===== src/rtl/wtl_pkg.sv =====
// Shared types and constants of the whitespace token lexer.
package wtl_pkg;

    typedef enum logic [2:0] {
        KIND_NUMBER   = 3'd0,
        KIND_INSTR    = 3'd1,
        KIND_OPERATOR = 3'd2,
        KIND_END      = 3'd3,
        KIND_ERROR    = 3'd4
    } t_kind;

    localparam logic [2:0] INSTR_PUSH = 3'd0;
    localparam logic [2:0] INSTR_ADD  = 3'd1;
    localparam logic [2:0] INSTR_EXT  = 3'd2;

    localparam logic [2:0] OP_PLUS    = 3'd0;
    localparam logic [2:0] OP_MINUS   = 3'd1;
    localparam logic [2:0] OP_TIMES   = 3'd2;
    localparam logic [2:0] OP_DIVIDE  = 3'd3;
    localparam logic [2:0] OP_MODULUS = 3'd4;

    localparam logic [7:0] CH_NUL     = 8'h00;
    localparam logic [7:0] CH_TAB     = 8'h09;
    localparam logic [7:0] CH_LF      = 8'h0A;
    localparam logic [7:0] CH_CR      = 8'h0D;
    localparam logic [7:0] CH_SPACE   = 8'h20;
    localparam logic [7:0] CH_HASH    = 8'h23;
    localparam logic [7:0] CH_PERCENT = 8'h25;
    localparam logic [7:0] CH_STAR    = 8'h2A;
    localparam logic [7:0] CH_PLUS    = 8'h2B;
    localparam logic [7:0] CH_MINUS   = 8'h2D;
    localparam logic [7:0] CH_SLASH   = 8'h2F;
    localparam logic [7:0] CH_ZERO    = 8'h30;
    localparam logic [7:0] CH_NINE    = 8'h39;
    localparam logic [7:0] CH_AT      = 8'h40;

    localparam logic [15:0] LINE_FIRST = 16'd1;
    localparam logic [15:0] LINE_MAX   = 16'hFFFF;

    localparam int KW_COUNT = 3;
    // push, add, ext; unused tail bytes never match because of the length check
    localparam logic [7:0] KW_TEXT [KW_COUNT][4] = '{
        '{8'h70, 8'h75, 8'h73, 8'h68},
        '{8'h61, 8'h64, 8'h64, 8'h00},
        '{8'h65, 8'h78, 8'h74, 8'h00}
    };
    localparam logic [2:0] KW_LEN [KW_COUNT] = '{3'd4, 3'd3, 3'd3};

    localparam int Q_DEPTH = 4;
    localparam int Q_PW    = 2;
    localparam int Q_CW    = 3;

    typedef struct packed {
        t_kind              kind;
        logic [2:0]         code;
        logic signed [31:0] value;
        logic [15:0]        line;
        logic               last;
    } t_result;

    // up to two results per accepted beat
    typedef struct packed {
        logic [1:0] n;
        t_result    r0;
        t_result    r1;
    } t_push;

endpackage


===== src/rtl/wtl_in_if.sv =====
// Input channel: one source byte per beat.
interface wtl_in_if;
    logic       valid;
    logic       ready;
    logic [7:0] char_byte;

    modport source (output valid, output char_byte, input ready);
    modport sink   (input valid, input char_byte, output ready);
endinterface


===== src/rtl/wtl_out_if.sv =====
// Output channel: one token or end result per beat.
interface wtl_out_if;
    logic               valid;
    logic               ready;
    logic [2:0]         token_kind;
    logic [2:0]         token_code;
    logic signed [31:0] number_value;
    logic [15:0]        line_number;
    logic               last_of_source;

    modport source (output valid, output token_kind, output token_code,
                    output number_value, output line_number, output last_of_source,
                    input ready);
    modport sink   (input valid, input token_kind, input token_code,
                    input number_value, input line_number, input last_of_source,
                    output ready);
endinterface


===== src/rtl/whitespace_token_lexer.sv =====
// Top level of the whitespace token lexer.
// Takes one source byte every cycle and turns it into number, instruction
// and operator tokens, ending each source at byte 0 with a success or
// syntax-error beat marked last. A byte's results are written into the
// result queue and are then registered in the output register before they
// can leave the lexer. The classifier feeds a four-entry result
// queue ahead of the output register; input is held off while fewer than
// two queue entries are free, so input runs at one byte per cycle as long
// as the output drains one beat per cycle and stalls only behind a
// blocked output.
module whitespace_token_lexer #(
    parameter int MAX_LEXEME = 255
) (
    input  logic       i_clk,
    input  logic       i_rst_n,
    wtl_in_if.sink     i_in,
    wtl_out_if.source  o_out
);
    import wtl_pkg::*;

    t_push push;
    logic  room;

    wtl_front #(
        .MAX_LEXEME (MAX_LEXEME)
    ) u_front (
        .i_clk       (i_clk),
        .i_rst_n     (i_rst_n),
        .i_valid     (i_in.valid),
        .i_char_byte (i_in.char_byte),
        .i_room      (room),
        .o_ready     (i_in.ready),
        .o_push      (push)
    );

    wtl_queue u_queue (
        .i_clk   (i_clk),
        .i_rst_n (i_rst_n),
        .i_push  (push),
        .o_room  (room),
        .o_out   (o_out)
    );

endmodule


===== src/rtl/wtl_front.sv =====
// Lexer front end: gathers bytes into lexemes and classifies them into results.
module wtl_front #(
    parameter int MAX_LEXEME = 255
) (
    input  logic           i_clk,
    input  logic           i_rst_n,
    input  logic           i_valid,
    input  logic [7:0]     i_char_byte,
    input  logic           i_room,
    output logic           o_ready,
    output wtl_pkg::t_push o_push
);
    import wtl_pkg::*;

    localparam int LW = $clog2(MAX_LEXEME + 1);

    typedef enum logic [2:0] {
        CLS_NONE, CLS_NUMBER, CLS_OPERATOR, CLS_COMMENT, CLS_WORD
    } t_cls;

    typedef enum logic [1:0] {PH_SIGN, PH_DIGIT, PH_STOP} t_phase;

    typedef enum logic [1:0] {FIN_NONE, FIN_TOKEN, FIN_ERROR} t_fin;

    function automatic logic [3:0] op_lookup(logic [7:0] ch);
        logic [3:0] res;
        case (ch)
            CH_PLUS:    res = {1'b1, OP_PLUS};
            CH_MINUS:   res = {1'b1, OP_MINUS};
            CH_STAR:    res = {1'b1, OP_TIMES};
            CH_SLASH:   res = {1'b1, OP_DIVIDE};
            CH_PERCENT: res = {1'b1, OP_MODULUS};
            default:    res = '0;
        endcase
        return res;
    endfunction

    logic [LW-1:0] r_len,    n_len;
    t_cls          r_cls,    n_cls;
    logic [2:0]    r_kw,     n_kw;
    logic [2:0]    r_op,     n_op;
    logic [31:0]   r_acc,    n_acc;
    t_phase        r_phase,  n_phase;
    logic          r_neg,    n_neg;
    logic [15:0]   r_line,   n_line;
    logic          r_halted, n_halted;

    logic       accept;
    logic       is_delim;
    logic       is_digit;
    logic [3:0] op_hit;
    logic       clr;
    t_fin       fin;
    t_result    fin_tok;
    t_result    err_res;
    t_result    end_res;
    t_push      push;

    assign o_ready  = i_room;
    assign accept   = i_valid && i_room;
    assign is_delim = (i_char_byte == CH_SPACE) || (i_char_byte inside {[CH_TAB:CH_CR]});
    assign is_digit = i_char_byte inside {[CH_ZERO:CH_NINE]};
    assign op_hit   = op_lookup(i_char_byte);
    assign err_res  = '{kind: KIND_ERROR, code: '0, value: '0, line: r_line, last: 1'b1};
    assign end_res  = '{kind: KIND_END, code: '0, value: '0, line: r_line, last: 1'b1};
    assign o_push   = push;

    // classification of the pending lexeme
    always_comb begin
        fin     = FIN_NONE;
        fin_tok = '{kind: KIND_NUMBER, code: '0, value: '0, line: r_line, last: 1'b0};
        if (r_len != '0 && r_cls != CLS_COMMENT) begin
            case (r_cls)
                CLS_NUMBER: begin
                    fin           = FIN_TOKEN;
                    fin_tok.value = r_neg ? -r_acc : r_acc;
                end
                CLS_OPERATOR: begin
                    if (r_len == LW'(1)) begin
                        fin          = FIN_TOKEN;
                        fin_tok.kind = KIND_OPERATOR;
                        fin_tok.code = r_op;
                    end else begin
                        fin = FIN_ERROR;
                    end
                end
                default: begin
                    fin          = FIN_TOKEN;
                    fin_tok.kind = KIND_INSTR;
                    if (r_kw[0] && r_len == LW'(KW_LEN[0])) begin
                        fin_tok.code = INSTR_PUSH;
                    end else if (r_kw[1] && r_len == LW'(KW_LEN[1])) begin
                        fin_tok.code = INSTR_ADD;
                    end else if (r_kw[2] && r_len == LW'(KW_LEN[2])) begin
                        fin_tok.code = INSTR_EXT;
                    end else begin
                        fin = FIN_ERROR;
                    end
                end
            endcase
        end
    end

    // per-beat update
    always_comb begin
        n_len    = r_len;
        n_cls    = r_cls;
        n_kw     = r_kw;
        n_op     = r_op;
        n_acc    = r_acc;
        n_phase  = r_phase;
        n_neg    = r_neg;
        n_line   = r_line;
        n_halted = r_halted;
        clr      = 1'b0;
        push     = '{n: 2'd0, r0: fin_tok, r1: end_res};
        if (accept) begin
            if (i_char_byte == CH_NUL) begin
                if (!r_halted) begin
                    if (fin == FIN_ERROR) begin
                        push.n  = 2'd1;
                        push.r0 = err_res;
                    end else if (fin == FIN_TOKEN) begin
                        push.n  = 2'd2;
                    end else begin
                        push.n  = 2'd1;
                        push.r0 = end_res;
                    end
                end
                clr      = 1'b1;
                n_line   = LINE_FIRST;
                n_halted = 1'b0;
            end else if (!r_halted) begin
                if (is_delim) begin
                    clr = 1'b1;
                    if (fin == FIN_ERROR) begin
                        push.n   = 2'd1;
                        push.r0  = err_res;
                        n_halted = 1'b1;
                    end else begin
                        push.n = (fin == FIN_TOKEN) ? 2'd1 : 2'd0;
                        if (i_char_byte == CH_LF && r_line != LINE_MAX) begin
                            n_line = r_line + 16'd1;
                        end
                    end
                end else if (r_len >= LW'(MAX_LEXEME)) begin
                    clr      = 1'b1;
                    push.n   = 2'd1;
                    push.r0  = err_res;
                    n_halted = 1'b1;
                end else begin
                    if (r_len == '0) begin
                        if (i_char_byte == CH_HASH) begin
                            n_cls = CLS_NUMBER;
                        end else if (op_hit[3]) begin
                            n_cls = CLS_OPERATOR;
                            n_op  = op_hit[2:0];
                        end else if (i_char_byte == CH_AT) begin
                            n_cls = CLS_COMMENT;
                        end else begin
                            n_cls = CLS_WORD;
                        end
                    end else if (r_cls == CLS_NUMBER && r_phase != PH_STOP) begin
                        if (is_digit) begin
                            n_acc   = (r_acc << 3) + (r_acc << 1) + {28'd0, i_char_byte[3:0]};
                            n_phase = PH_DIGIT;
                        end else if (r_phase == PH_SIGN
                                     && (i_char_byte == CH_PLUS || i_char_byte == CH_MINUS)) begin
                            n_neg   = (i_char_byte == CH_MINUS);
                            n_phase = PH_DIGIT;
                        end else begin
                            n_phase = PH_STOP;
                        end
                    end
                    for (int i = 0; i < KW_COUNT; i++) begin
                        if (!(r_len < LW'(KW_LEN[i]) && KW_TEXT[i][r_len[1:0]] == i_char_byte)) begin
                            n_kw[i] = 1'b0;
                        end
                    end
                    n_len = r_len + LW'(1);
                end
            end
        end
        if (clr) begin
            n_len   = '0;
            n_cls   = CLS_NONE;
            n_kw    = '1;
            n_op    = '0;
            n_acc   = '0;
            n_phase = PH_SIGN;
            n_neg   = 1'b0;
        end
    end

    always_ff @(posedge i_clk) begin
        if (!i_rst_n) begin
            r_len    <= '0;
            r_cls    <= CLS_NONE;
            r_kw     <= '1;
            r_op     <= '0;
            r_acc    <= '0;
            r_phase  <= PH_SIGN;
            r_neg    <= 1'b0;
            r_line   <= LINE_FIRST;
            r_halted <= 1'b0;
        end else begin
            r_len    <= n_len;
            r_cls    <= n_cls;
            r_kw     <= n_kw;
            r_op     <= n_op;
            r_acc    <= n_acc;
            r_phase  <= n_phase;
            r_neg    <= n_neg;
            r_line   <= n_line;
            r_halted <= n_halted;
        end
    end

    a_nul_restarts: assert property (@(posedge i_clk) disable iff (!i_rst_n)
        (accept && i_char_byte == CH_NUL)
        |=> (r_len == '0 && !r_halted && r_line == LINE_FIRST))
        else $error("end of source did not restart the lexer");

    a_pair_ends: assert property (@(posedge i_clk) disable iff (!i_rst_n)
        (push.n == 2'd2) |-> (push.r1.kind == KIND_END && push.r1.last && !push.r0.last))
        else $error("second result of a beat is not the end result");

    a_error_halts: assert property (@(posedge i_clk) disable iff (!i_rst_n)
        (accept && i_char_byte != CH_NUL && push.n != 2'd0 && push.r0.kind == KIND_ERROR)
        |=> r_halted)
        else $error("syntax error did not halt the lexer");

endmodule


===== src/rtl/wtl_queue.sv =====
// Result queue and output register: takes up to two results a beat, hands out one.
module wtl_queue (
    input  logic           i_clk,
    input  logic           i_rst_n,
    input  wtl_pkg::t_push i_push,
    output logic           o_room,
    wtl_out_if.source      o_out
);
    import wtl_pkg::*;

    t_result          r_mem [Q_DEPTH];
    logic [Q_PW-1:0]  r_wp, n_wp;
    logic [Q_PW-1:0]  r_rp, n_rp;
    logic [Q_CW-1:0]  r_count, n_count;
    logic             r_out_valid, n_out_valid;
    t_result          r_out;
    logic             pop;

    assign o_room  = r_count <= Q_CW'(Q_DEPTH - 2);
    assign pop     = (r_count != '0) && (!r_out_valid || o_out.ready);
    assign n_wp    = r_wp + Q_PW'(i_push.n);
    assign n_rp    = r_rp + Q_PW'(pop);
    assign n_count = r_count + Q_CW'(i_push.n) - Q_CW'(pop);
    assign n_out_valid = pop || (r_out_valid && !o_out.ready);

    always_ff @(posedge i_clk) begin
        if (i_push.n != 2'd0) begin
            r_mem[r_wp] <= i_push.r0;
        end
        if (i_push.n == 2'd2) begin
            r_mem[r_wp + Q_PW'(1)] <= i_push.r1;
        end
        if (pop) begin
            r_out <= r_mem[r_rp];
        end
    end

    always_ff @(posedge i_clk) begin
        if (!i_rst_n) begin
            r_wp        <= '0;
            r_rp        <= '0;
            r_count     <= '0;
            r_out_valid <= 1'b0;
        end else begin
            r_wp        <= n_wp;
            r_rp        <= n_rp;
            r_count     <= n_count;
            r_out_valid <= n_out_valid;
        end
    end

    assign o_out.valid          = r_out_valid;
    assign o_out.token_kind     = r_out.kind;
    assign o_out.token_code     = r_out.code;
    assign o_out.number_value   = r_out.value;
    assign o_out.line_number    = r_out.line;
    assign o_out.last_of_source = r_out.last;

    a_count_bound: assert property (@(posedge i_clk) disable iff (!i_rst_n)
        r_count <= Q_CW'(Q_DEPTH))
        else $error("result queue count out of range");

    a_no_overflow: assert property (@(posedge i_clk) disable iff (!i_rst_n)
        (i_push.n != 2'd0) |-> (r_count <= Q_CW'(Q_DEPTH - 2)))
        else $error("results pushed into a full queue");

endmodule

===== src/flat_wrapper.sv =====
// flat-port wrapper written by rule: the top's interface ports become plain ports
module whitespace_token_lexer_flat import wtl_pkg::*;
#(
    parameter int MAX_LEXEME = 255
)
  (i_clk, i_rst_n, i_in_valid, i_in_char_byte, i_in_ready, o_out_valid, o_out_token_kind, o_out_token_code, o_out_number_value, o_out_line_number, o_out_last_of_source, o_out_ready);
  wtl_in_if i_in_i ();
  wtl_out_if o_out_i ();
  input  logic i_clk;
  input  logic i_rst_n;
  input wire logic [$bits(i_in_i.valid)-1:0] i_in_valid;
  input wire logic [$bits(i_in_i.char_byte)-1:0] i_in_char_byte;
  output wire logic [$bits(i_in_i.ready)-1:0] i_in_ready;
  output wire logic [$bits(o_out_i.valid)-1:0] o_out_valid;
  output wire logic [$bits(o_out_i.token_kind)-1:0] o_out_token_kind;
  output wire logic [$bits(o_out_i.token_code)-1:0] o_out_token_code;
  output wire logic [$bits(o_out_i.number_value)-1:0] o_out_number_value;
  output wire logic [$bits(o_out_i.line_number)-1:0] o_out_line_number;
  output wire logic [$bits(o_out_i.last_of_source)-1:0] o_out_last_of_source;
  input wire logic [$bits(o_out_i.ready)-1:0] o_out_ready;
  assign i_in_i.valid = i_in_valid;
  assign i_in_i.char_byte = i_in_char_byte;
  assign i_in_ready = i_in_i.ready;
  assign o_out_valid = o_out_i.valid;
  assign o_out_token_kind = o_out_i.token_kind;
  assign o_out_token_code = o_out_i.token_code;
  assign o_out_number_value = o_out_i.number_value;
  assign o_out_line_number = o_out_i.line_number;
  assign o_out_last_of_source = o_out_i.last_of_source;
  assign o_out_i.ready = o_out_ready;
  whitespace_token_lexer #(.MAX_LEXEME(MAX_LEXEME)) u_core (.i_clk(i_clk), .i_rst_n(i_rst_n), .i_in(i_in_i), .o_out(o_out_i));
endmodule

===== config.mk =====
export PLATFORM = sky130hd
export DESIGN_NAME = whitespace_token_lexer_flat
export DESIGN_NICKNAME = d
export VERILOG_FILES = /design/src/rtl/wtl_pkg.sv /design/src/rtl/wtl_in_if.sv /design/src/rtl/wtl_out_if.sv /design/src/rtl/whitespace_token_lexer.sv /design/src/rtl/wtl_front.sv /design/src/rtl/wtl_queue.sv /design/src/flat_wrapper.sv
export SDC_FILE = /design/constraint.sdc
export NUM_CORES = 1
export LEC_CHECK = 0
export BUFFER_PORTS_ARGS = -buffer_cell sky130_fd_sc_hd__buf_2
export CELL_PAD_IN_SITES_DETAIL_PLACEMENT = 1
export CELL_PAD_IN_SITES_GLOBAL_PLACEMENT = 1
export CORE_MARGIN = 8
export CORE_UTILIZATION = 45
export DETAILED_ROUTE_END_ITERATION = 10
export GPL_TIMING_DRIVEN = 0
export PLACE_DENSITY_LB_ADDON = 0.1
export REMOVE_ABC_BUFFERS = 1
export SYNTH_ARGS = -nofsm -noshare
export SYNTH_HDL_FRONTEND = slang
export SYNTH_SLANG_ARGS = --single-unit

===== constraint.sdc =====
create_clock -name i_clk -period 4.85 [get_ports i_clk]
set_input_delay 0.2425 -clock i_clk [delete_from_list [all_inputs] [get_ports i_clk]]
set_output_delay 0.2425 -clock i_clk [all_outputs]
set_load 0.1 [all_outputs]

==> qor.txt <==
Outcome - finished clean
Number of synthesized flops with an enable pin - 119
Critical Path RT - 5300 ps
FP Rows - 71
P_leak - 0.00760 µW
HPWL Detailed - 29300 µm
Commonest cells after routing, fill and taps aside - 231 x dfxtp_1, 170 x nand2_1, 119 x edfxtp_1
Synth area leader - dfxtp_1
Number of port buffers - 68
Post-Syn Instances - 1550
Final cell count without fillers - 2100
Drt drc - 0
DR iter-0 viols - 590
Post-Syn Area - 0.0169 mm²
Vias in the first global route - 12584
Slowest CP cell - or4_1
Area of the multi-input gates - 0.00825 mm²
Worst-Margin Slew - 1100 ps
Drt pass-1 iters - 4
CP arrival - 4940 ps
Placed cells - 2011
Die X-Extent - 210 µm
Top_reg_cell synth - dfxtp_1
Post-synth cell types - 83
Final wirelength - 44200 µm
CTS tree - built
Root Driver - clkbuf_16
All-Layer GR Usage - 0.199
Finished Cell Area - 0.0192 mm²
Final #Nets - 1682
Htree depth - 2
DP Area - 0.0177 mm²
Number of synthesized register bits - 352
Sequential area share after synthesis - 0.487
First-pass GRT wire length - 70300 µm
Hold Path Class - in2reg
CTS clock-pin slew for the worst setup and hold paths - 60 ps
Max-cap viol count - 0
Max-slew headroom - 0.265
Fmax - 223 MHz
Ports - 69
Clock latency on the worst-skew pair - 560 ps
Skew final - 26.5 ps
CTS Sinks - 352
Initial antenna violation count - 0
Drt wl/cell - 21.0 µm
Synth-to-layout area growth - 13.6%
CP max stage delay - 600 ps
Synth Warn # - 0
CP startpoint kind - register
Fillers - 3965
Final hold vios - 0
Pwr dens - 479 mW/mm²
Via density - 5.81
Max FO, Critical Path - 7
Die Span Y - 210 µm
Longest Clk Path Bufs - 3
Critical Path, Cell by Cell - or4_1, nor3_2, nand2_1, nor3_1, a21oi_1, o22ai_1, and2_1, inv_1, ha_1, nor4b_1, nand3_1, a31o_2, a21oi_2, and4_1, nor3b_1, xnor2_1, nor2_1
Tmin final - 4490 ps
Area share of the largest cell type after synthesis - 0.276
Inserted Clock Buffers - 40
Share of layout cells above drive strength 1 - 0.161
Die area - 0.0440 mm²
Async set-or-reset flop fraction in the synthesized netlist - 0
Unrepaired setup endpoints after global routing - false
Core Area - 0.0373 mm²
Vias - 12196
Antenna diode count - 0
Period Utilization, post-route - 0.926
Final Max Tran Viols - 0
Commonest non-fill, non-tap cell in the layout - dfxtp_1
Worst vdd ir - 0.314 mV
CP Capture Type - register
Critical setup path kind - reg2reg
Aggregate global routing overflow - 0
Synth area leaders - dfxtp_1 28%, edfxtp_1 21%, mux4_2 7.3%, ha_1 5.3%, nand2_1 3.8%
Sequential cell area - 0.00825 mm²
Placer Congestion - 0.823
Largest net degree at the start of global routing - 45
Mean post-synth cell area - 10.9 µm²
Remaining antenna violation count - 0
Initial Utilization - 0.453
Final setup viols - 0
## flip-flops by register name, indices dropped and copies added (netlist names), 2 cells and up
name and flops:
u_core.u_queue.o_out.token_code 3, u_core.u_queue.o_out.token_kind 3, u_core.u_front.r_kw 3, u_core.u_queue.r_rp 2
u_core.u_front.r_acc 32, u_core.u_front.r_op 3, u_core.u_front.r_len 8, u_core.u_queue.r_count 3
u_core.u_queue.r_wp 2, u_core.u_front.r_cls 3, u_core.u_front.r_phase 2, u_core.u_queue.o_out.line_number 16
u_core.u_queue.o_out.number_value 32, u_core.u_queue.r_mem 220, u_core.u_front.r_line 16
## synthesized netlist by cell type (7+ instances only)
cell	instances
dfxtp_1	233
nand2_1	170
edfxtp_1	119
o21ai_0	90
nor2_1	83
and2_1	72
ha_1	72
a22o_1	68
a21oi_1	62
clkbuf_1	62
mux4_2	55
xor2_1	55
inv_1	30
xnor2_1	30
nand3_1	28
or3_1	24
nor3_1	20
o2bb2ai_1	17
nand4_1	16
buf_1	14
and3_1	13
buf_2	13
nor4_1	11
a211oi_1	10
nor2_8	10
a21o_1	8
o21a_1	8
o22a_1	8
or4_1	8
a21boi_0	7
o21ai_1	7
## power breakdown
group | switching [µW] | internal (µW)
sequential | 176 | 3370
combinational | 2170 | 525
clock | 1220 | 1730
## metal layers
metal	vias to the layer above	routed length [µm]	part of all wire	track usage
li1	5820	-	-	-
met1	6147	20200	0.46	0.256
met3	68	1420	0.032	0.0282
met5	-	0	0	0
met4	0	1160	0.026	0.0705
met2	161	21400	0.48	0.340
## repair_timing
action	in CTS	in global routing
hold endpoints to repair	4	0
hold buffers	2	0
pin swaps	1	4
cloned	3	1
setup buffers	1	9
resized for setup	8	3
setup endpoints to repair	247	143
## cell type report
cell class                      count  area share
Clock buffer                       58      0.0606
Clock inverter                     15     0.00664
Inverter                           31     0.00664
Multi-Input combinational cell   1076       0.430
Sequential cell                   352       0.429
Tap cell                          474      0.0309
Timing Repair Buffer               91      0.0352
Timing Repair inverter              3     0.00117
## kinds of logic after synthesis
kind of cell | share of synthesized area
mux | 0.0762
compound gates | 0.146
fa+ha+maj | 0.0568
xor+xnor | 0.0440
buf+inv | 0.0301
simple gates | 0.159
flops | 0.487
## path summary, 6_finish.rpt
check / start / end / slack [ps] / cells past startpoint
worst min register to register: u_core.u_queue.r_mem[1][46]$_SDFFE_PP0N_ / u_core.u_queue.r_mem[1][46]$_SDFFE_PP0N_ / 450 / 2
worst max register to register: u_core.u_front.r_len[3]$_SDFFE_PP0P_ / u_core.u_front.r_line[9]$_SDFFE_PN0P_ / 360 / 17
worst max-delay path: u_core.u_front.r_len[3]$_SDFFE_PP0P_ / u_core.u_front.r_line[9]$_SDFFE_PN0P_ / 360 / 17
worst min-delay path: i_in_char_byte[0] / u_core.u_front.r_acc[0]$_SDFFE_PP0P_ / 90 / 3
## critical path: cells and delay by family (launching register included)
kind	cells	cell delay, ps
simple gates	10	2760
xor+xnor	1	150
compound gates	4	810
buf+inv	1	60
fa+ha+maj	1	280
flops	1	330
## through the flow
| stage | power, µW | hold slack (ps) | utilization | setup WS, ps | TNS [ps] |
|---|---|---|---|---|---|
| 6_report | 9190 | 91.8 | 0.515 | 361 | 0 |
| 5_1_grt | 9530 | 77.8 | 0.515 | 8.51 | 0 |
| 4_1_cts | 9300 | 70.4 | 0.512 | 56.8 | 0 |
| 3_5_place_dp | 6330 | 436 | 0.475 | -1310 | -155190 |
| 3_3_place_gp | 6270 | 430 | 0.468 | -2300 | -383280 |
| 2_1_floorplan | 5780 | 364 | - | -378 | -4130 |
Note: power is estimated with default switching activity, not from simulation.
